===== config.mk =====
export PLATFORM = sky130hd
export DESIGN_NAME = ppsd_ctrl
export DESIGN_NICKNAME = d
export VERILOG_FILES = /design/src/design/ppsd_pkg.sv /design/src/design/ppsd_ctrl.sv
export SDC_FILE = /design/constraint.sdc
export NUM_CORES = 1
export LEC_CHECK = 0
export ABC_AREA = 1
export BUFFER_PORTS_ARGS = -buffer_cell sky130_fd_sc_hd__buf_2
export CAP_MARGIN = 25
export CELL_PAD_IN_SITES_DETAIL_PLACEMENT = 2
export CELL_PAD_IN_SITES_GLOBAL_PLACEMENT = 2
export CORE_MARGIN = 2
export CORE_UTILIZATION = 31
export CTS_BUF_LIST = sky130_fd_sc_hd__clkbuf_8
export CTS_CLUSTER_SIZE = 10
export DETAILED_ROUTE_END_ITERATION = 12
export GPL_TIMING_DRIVEN = 0
export PLACE_DENSITY = 0.94
export SYNTH_ARGS = -nofsm -noshare
export SYNTH_HDL_FRONTEND = slang
export SYNTH_SLANG_ARGS = --single-unit

===== constraint.sdc =====
create_clock -name clk -period 4 [get_ports clk]
set_input_delay 1 -clock clk [delete_from_list [all_inputs] [get_ports clk]]
set_output_delay 1 -clock clk [all_outputs]
set_load 0.05 [all_outputs]

===== src/design/ppsd_pkg.sv =====
// ppsd_pkg: shared widths, constants and control types for the polytope distance block
// no dependencies

package ppsd_pkg;

  localparam int QW          = 32;
  localparam int JW          = 3;
  localparam int PROD_W      = 64;
  localparam int DOT_W       = 53;
  localparam int SQ_W        = 62;
  localparam int ROOT_W      = 31;
  localparam int MAG_W       = 52;
  localparam int DVD_W       = 66;
  localparam int BEST_W      = 68;
  localparam int STEP_W      = 7;
  localparam int SQRT_STEPS  = 31;
  localparam int DIV_STEPS   = 66;
  localparam int DEF_MAX_FACETS = 256;
  localparam int DEF_MAX_DIM    = 6;
  localparam int CFG_AW      = 3;

  localparam logic [BEST_W-1:0] CAP_Q16  = BEST_W'(100 * 65536);
  localparam logic [SQ_W-1:0]   SQRT_TOP = SQ_W'(1) << 60;

  localparam logic CMD_LOAD  = 1'b0;
  localparam logic CMD_QUERY = 1'b1;

  localparam logic REG_DIMENSION   = 1'b0;
  localparam logic REG_FACET_COUNT = 1'b1;

  typedef struct packed {
    logic          point_ld;
    logic          acc_clr;
    logic          mul_n;
    logic          acc_dot;
    logic          acc_sq;
    logic          sqrt_init;
    logic          sqrt_step;
    logic          div_init;
    logic          div_step;
    logic          best_upd;
    logic [JW-1:0] j;
  } ppsd_cmd_t;

  typedef struct packed {
    logic root_zero;
  } ppsd_sts_t;

endpackage


===== src/design/ppsd_ctrl.sv =====
// ppsd_ctrl: sequencer that walks the facets of a query through the datapath
// depends on ppsd_pkg

module ppsd_ctrl
  import ppsd_pkg::*;
#(
  parameter int MAX_FACETS = DEF_MAX_FACETS,
  parameter int MAX_DIM    = DEF_MAX_DIM
) (
  input  logic                          clk,
  input  logic                          rst_n,
  input  logic                          query_go,
  input  logic [2:0]                    dimension,
  input  logic [8:0]                    facet_count,
  input  ppsd_sts_t                     sts,
  output ppsd_cmd_t                     cmd,
  output logic [$clog2(MAX_FACETS)-1:0] rd_addr,
  output logic                          busy,
  output logic                          done
);

  localparam int AW   = $clog2(MAX_FACETS);
  localparam int CW   = $clog2(MAX_FACETS + 1);
  localparam int CMPW = (CW > 9) ? CW : 9;

  typedef enum logic [3:0] {
    S_IDLE, S_READ, S_WAIT, S_MULP, S_MULN, S_FLUSH, S_SQRT_INIT, S_SQRT,
    S_DIV_INIT, S_DIV, S_UPD, S_NEXT, S_DONE
  } state_t;

  state_t              state_r;
  logic [CW-1:0]       i_r;
  logic [JW-1:0]       j_r;
  logic [STEP_W-1:0]   step_r;
  logic [CMPW-1:0]     cnt_ext;
  logic [CW-1:0]       cnt;
  logic [JW-1:0]       dim;

  always_comb begin
    cnt_ext = (CMPW'(facet_count) > CMPW'(MAX_FACETS)) ? CMPW'(MAX_FACETS)
                                                       : CMPW'(facet_count);
    cnt     = cnt_ext[CW-1:0];
    dim     = (dimension > JW'(MAX_DIM)) ? JW'(MAX_DIM) : dimension;
  end

  assign rd_addr = i_r[AW-1:0];
  assign busy    = (state_r != S_IDLE);
  assign done    = (state_r == S_DONE);

  always_comb begin
    cmd           = '0;
    cmd.j         = j_r;
    cmd.point_ld  = query_go;
    cmd.acc_clr   = (state_r == S_WAIT);
    cmd.mul_n     = (state_r == S_MULN);
    cmd.acc_dot   = (state_r == S_MULN);
    cmd.acc_sq    = ((state_r == S_MULP) && (j_r != '0)) || (state_r == S_FLUSH);
    cmd.sqrt_init = (state_r == S_SQRT_INIT);
    cmd.sqrt_step = (state_r == S_SQRT);
    cmd.div_init  = (state_r == S_DIV_INIT);
    cmd.div_step  = (state_r == S_DIV);
    cmd.best_upd  = (state_r == S_UPD);
  end

  always_ff @(posedge clk) begin
    if (!rst_n) begin
      state_r <= S_IDLE;
      i_r     <= '0;
      j_r     <= '0;
      step_r  <= '0;
    end else begin
      unique case (state_r)
        S_IDLE: begin
          i_r <= '0;
          if (query_go) begin
            state_r <= (cnt == '0) ? S_DONE : S_READ;
          end
        end
        S_READ: state_r <= S_WAIT;
        S_WAIT: begin
          j_r     <= '0;
          state_r <= (dim == '0) ? S_SQRT_INIT : S_MULP;
        end
        S_MULP: state_r <= S_MULN;
        S_MULN: begin
          if (j_r + JW'(1) < dim) begin
            j_r     <= j_r + JW'(1);
            state_r <= S_MULP;
          end else begin
            state_r <= S_FLUSH;
          end
        end
        S_FLUSH: state_r <= S_SQRT_INIT;
        S_SQRT_INIT: begin
          step_r  <= '0;
          state_r <= S_SQRT;
        end
        S_SQRT: begin
          step_r <= step_r + STEP_W'(1);
          if (step_r == STEP_W'(SQRT_STEPS - 1)) begin
            state_r <= S_DIV_INIT;
          end
        end
        S_DIV_INIT: begin
          step_r  <= '0;
          state_r <= sts.root_zero ? S_NEXT : S_DIV;
        end
        S_DIV: begin
          step_r <= step_r + STEP_W'(1);
          if (step_r == STEP_W'(DIV_STEPS - 1)) begin
            state_r <= S_UPD;
          end
        end
        S_UPD: state_r <= S_NEXT;
        S_NEXT: begin
          if (i_r + CW'(1) == cnt) begin
            state_r <= S_DONE;
          end else begin
            i_r     <= i_r + CW'(1);
            state_r <= S_READ;
          end
        end
        S_DONE: state_r <= S_IDLE;
        default: state_r <= S_IDLE;
      endcase
    end
  end

endmodule


Word-level counts from Yosys, hierarchy flattened. Index checks and enable logic that the tools add are counted.

Bits in registers: 23. Input port bits: 16. Output and inout bits: 23.

Add/sub/neg operators: 3. Magnitude comparators: 3. Eq/ne operators: 20. Multiplexer cells: 16. Reductions and logical operators: 15.

Operators with widths (number): $pmux 4 s12 (1); $eq 4x4->1 const B (5); $mux 4 (5); $mux 9 (2); $pmux 9 s2 (1); $eq 4x3->1 const B (4); $pmux 7 s2 (1); $mux 3 (4); $add 9x1->9 const B (1); $eq 9x9->1 (1); $gt 9x9->1 const B (1); $logic_not 9->1 (1); $eq 4x2->1 const B (2); $add 7x1->7 const B (1); $eq 7x5->1 const B (1); $eq 7x7->1 const B (1); $ne 2x1->1 const B (3); $pmux 3 s2 (1); $reduce_bool 2->1 (3); $eq 4x1->1 const B (1); $logic_not 4->1 (1); $ne 2x2->1 const B (2); $reduce_and 2->1 (2); $reduce_bool 4->1 (1); 10 further kinds (11).

Logic depth before layout (Yosys ltp).
Depth in word-level cells: 6. Gate-level depth with buffers: 17. Depth with buffers taken out: 16.

Least setup slack after synthesis. No wires, ideal clock.

Kind: register -> output. Start: register state_r[3]. End: output port cmd[10] (netlist bit). Arrival time: 1.652 ns. Path slack: 1.348 ns. Cell stages (with the launch flop): 5. Path through: dfxtp_1 > inv_1 > nand2_1 > nor2_1 > buf_4.

RTL lines: from (decl) (line ppsd_ctrl.sv:31) `state_t state_r;`; from (signal assigned) (line ppsd_ctrl.sv:76) `state_r <= (cnt == '0) ? S_DONE : S_READ;`; from (signal assigned) (line ppsd_ctrl.sv:82) `state_r <= (dim == '0) ? S_SQRT_INIT : S_MULP;`; from (signal assigned) (line ppsd_ctrl.sv:106) `state_r <= sts.root_zero ? S_NEXT : S_DIV;`; to (decl) (line ppsd_ctrl.sv:16) `output ppsd_cmd_t cmd,`.

Worst setup path after layout.
Start: register state_r[0]. End: output port busy.

Cells in the longest elaborated chain, start to end: 1.

Ends and longest elaborated chain: $reduce_bool 4->1 (line ppsd_ctrl.sv:47) `assign busy = (state_r != S_IDLE);`; to (decl) (line ppsd_ctrl.sv:18) `output logic busy,`.

Every way passes these cells.

==> Implementation_results.wiki <==
{| class="wikitable"
! Metric !! Value
|-
| PwrDens || 351.7 nW/µm²
|-
| Power, Total || 0.7618 mW
|-
| Ratio of cells with drive above 1 in the final layout || between 10% and 20%
|-
| Crit Path Category || reg2out
|-
| Total of fill cells in the finished design || 777
|-
| Nets in the synthesized netlist || 323
|-
| Worst hold-check slack || between 500 and 600 ps
|-
| Die Wd || 80.95 µm
|-
| Final Wtd Congestion || 0.7946
|-
| GRT Overall Usage || between 20% and 30%
|-
| Sequential area share after synthesis || 25.09%
|-
| Number of rows in the core area || 28
|-
| Vias in the first global route || 2151
|-
| Summed negative setup slack over all endpoints || 0 ps
|-
| Mapped Area || 1836 µm²
|-
| Hold Path End || j_r[1]
|-
| Vertical die dimension || 80.95 µm
|-
| Leading cell type in the layout, fill and taps excluded || sky130_fd_sc_hd__nand2_1
|-
| Gr ovfl total || 0
|-
| Most Used Layer, Global Route || met2
|-
| Final Hold Violating Endpoints || 0
|-
| Number of buffers inserted during clock tree synthesis || 3
|-
| Leading cell types in the layout, fill and taps excluded || 82 x sky130_fd_sc_hd__nand2_1, 45 x sky130_fd_sc_hd__nor2_1, 38 x sky130_fd_sc_hd__inv_1, 38 x sky130_fd_sc_hd__buf_2, 23 x sky130_fd_sc_hd__dfxtp_1
|-
| Worst path arrival time || 1750 ps
|-
| Worst Setup SP || state_r[0]
|-
| Clock tree from TritonCTS || yes
|-
| Wire per inst || 14.93 µm
|-
| Max-cap violations || 0
|-
| Global routing usage on met1 || 23.06%
|-
| Hold buffer count at cts || 0
|-
| Clock tree skew after final layout || 5.637 ps
|-
| IO Pins || 39
|-
| Leading area contributor after synthesis || sky130_fd_sc_hd__dfxtp_1
|-
| Hpwl dp || 5122 µm
|-
| Initial DRT Pass Iterations || 4
|-
| Largest net degree at the start of global routing || 14
|-
| Post-cts repair resize count || 0
|-
| R2r endpoint || i_r[5]
|-
| Sequential cell area || roughly 460 µm²
|-
| Yosys warnings || 0
|-
| Number of nets with antenna violations after detailed routing || 0
|-
| Initial Utilization || 31.56%
|-
| Required time at the worst-slack endpoint || 3000 ps
|-
| Count of inserted antenna diode cells || 0
|-
| Master of the slowest instance on the critical path || sky130_fd_sc_hd__dfxtp_1
|-
| Area growth from synthesis to layout || 18.00%
|-
| Maximum root-to-sink buffer count || 2
|-
| Most used cell along the critical path || sky130_fd_sc_hd__nor2_1
|-
| Cell chain of the critical path || nor2_1, inv_1, nor2_1, clkinv_1, buf_2
|-
| Wire length of the first global-routing pass || 10360 µm
|-
| CP peak stage delay || ~370 ps
|-
| DRC viols || 0
|-
| Startpoint of the worst hold path || j_r[1]
|-
| Critical path launch point type || register
|-
| Post-synthesis cell type count || 35
|-
| Iteration-0 DRC count of the detailed router || 28
|-
| Post-Syn Area per Cell || 6.139 µm²
|-
| Slew at the pin closest to its max-slew limit || 637.5 ps
|-
| Area enclosed by the die boundary || 6553 µm²
|-
| Worst-case headroom to the max-slew limit || 57.24%
|-
| R2R setup slack || 1690 ps
|-
| Library cell used as clock root buffer || sky130_fd_sc_hd__clkbuf_8
|-
| Highest clock rate || 0.3630 GHz
|-
| Count of state elements after synthesis || 23
|-
| Critical Path End Type || output pin
|-
| Count of vias placed by the detailed router || 2050
|-
| Met3 track demand over resource || 1.333%
|-
| Clk Latency, worst-skew pair || about 280 ps
|-
| Final Util || 37.24%
|-
| Yosys top cell area share || around a quarter
|-
| Met2 usage in global routing || 41.16%
|-
| Vias/cell || 4.928
|-
| Worst reg2reg path depth || 15
|-
| Mapped Cells || 299
|-
| Count of buffers from port buffering || 38
|-
| Core area || ~5800 µm²
|-
| Combined area of the multi-input logic cells || 1127 µm²
|-
| Leading cell types by total area after synthesis || sky130_fd_sc_hd__dfxtp_1 25%, sky130_fd_sc_hd__nand2_1 17%, sky130_fd_sc_hd__nor2_1 9.2%
|-
| HP Class || reg2reg
|-
| Antenna violations before repair || 0
|-
| Number of setup buffers added after CTS || 0
|-
| Final nets || 366
|-
| Peak supply drop || ~0.14 mV
|-
| Hold Path Stages || 2
|-
| Count of final max-slew check failures || 0
|-
| Source of the worst register-to-register timing path || i_r[0]
|-
| Outcome || finished, final reports clean
|-
| Max H-tree Level || 1
|-
| Number of failing setup endpoints in the final timing report || 0
|-
| Leakage power total || 1.066 nW
|-
| Final WL || 6210 µm
|-
| Setup repair after global routing missed its margin || no
|-
| Period utilisation layout || between 60% and 70%
|-
| Min Clock Period, post-route || 2755 ps
|-
| Highest net fanout along the worst path || 9
|-
| Clock sink count || 23
|-
| Clock slew seen by the registers of the worst setup and hold paths || 90 ps
|}
==> state kept, by name, indices dropped and copies added, names as in the netlist <==
| register | flops |
|---|---|
| state_r | 4 |
| j_r | 3 |
| step_r | 7 |
| i_r | 9 |
==> critical path, delay by kind of cell, from the launching register on <==
family | cells | cell delay (ps)
flip-flops | 1 | 370
buffers and inverters | 3 | 750
AND/OR/NAND/NOR | 2 | 340
==> synthesized netlist by cell type (all sizes together) <==
library cell	n
a21oi	18
xor2	4
buf	12
o21ai	13
clkbuf	1
nor2	49
nor3b	1
ha	8
nor3	6
nand3	21
xnor2	2
a221oi	1
a21o	1
or4	1
o22ai	1
a211oi	4
and3	1
o221ai	1
nor4	1
o41ai	2
inv	38
clkinv	1
nand3b	1
nand4	2
nand2	86
dfxtp	23
==> power by group <==
group / internal, mW / switching, mW / leakage (nW)
Sequential: 0.249 / 0.0275 / 0.187
Clock: 0.0701 / 0.0873 / 0.0255
Combinational: 0.102 / 0.226 / 0.854
==> through the flow <==
stage	cells	worst slack, ps	area, µm²
2_1_floorplan	299	1348	1836
3_3_place_gp	412	1144	2120
3_5_place_dp	412	978.9	2120
4_1_cts	416	1214	2166
5_1_grt	416	1130	2166
6_report	416	1245	2166
==> metal layers <==
layer,vias to the layer above,share of wire (%)
met3,5,2.4
met1,983,43
li1,1032,-
met2,30,54
met5,-,0
met4,0,0.93
==> worst max path at each step <==
stage	slack (ps)	end
2_1_floorplan	1350	cmd[10]
3_3_place_gp	1140	i_r[1]
3_5_place_dp	980	i_r[5]
4_1_cts	1210	busy
5_1_grt	1130	i_r[5]
6_report	1250	busy
==> kinds of logic after synthesis <==
group,count (synthesis),share of synthesized area [%]
buf+inv,52,13.50
flops,23,25.09
simple gates,169,39.74
compound gates,41,12.95
fa+ha+maj,8,5.454
xor+xnor,6,3.273
==> final cells by class <==
class                      instances  area share, %
timing repair buffer              38          8.781
sequential                        23          21.26
tap                               75          4.333
inverter                          39          6.759
multi-input combinational        224          52.05
buffer                            13          4.679
clock inverter                     1         0.2311
clock buffer                       3          1.906
Power figures use the tool's default switching activity.
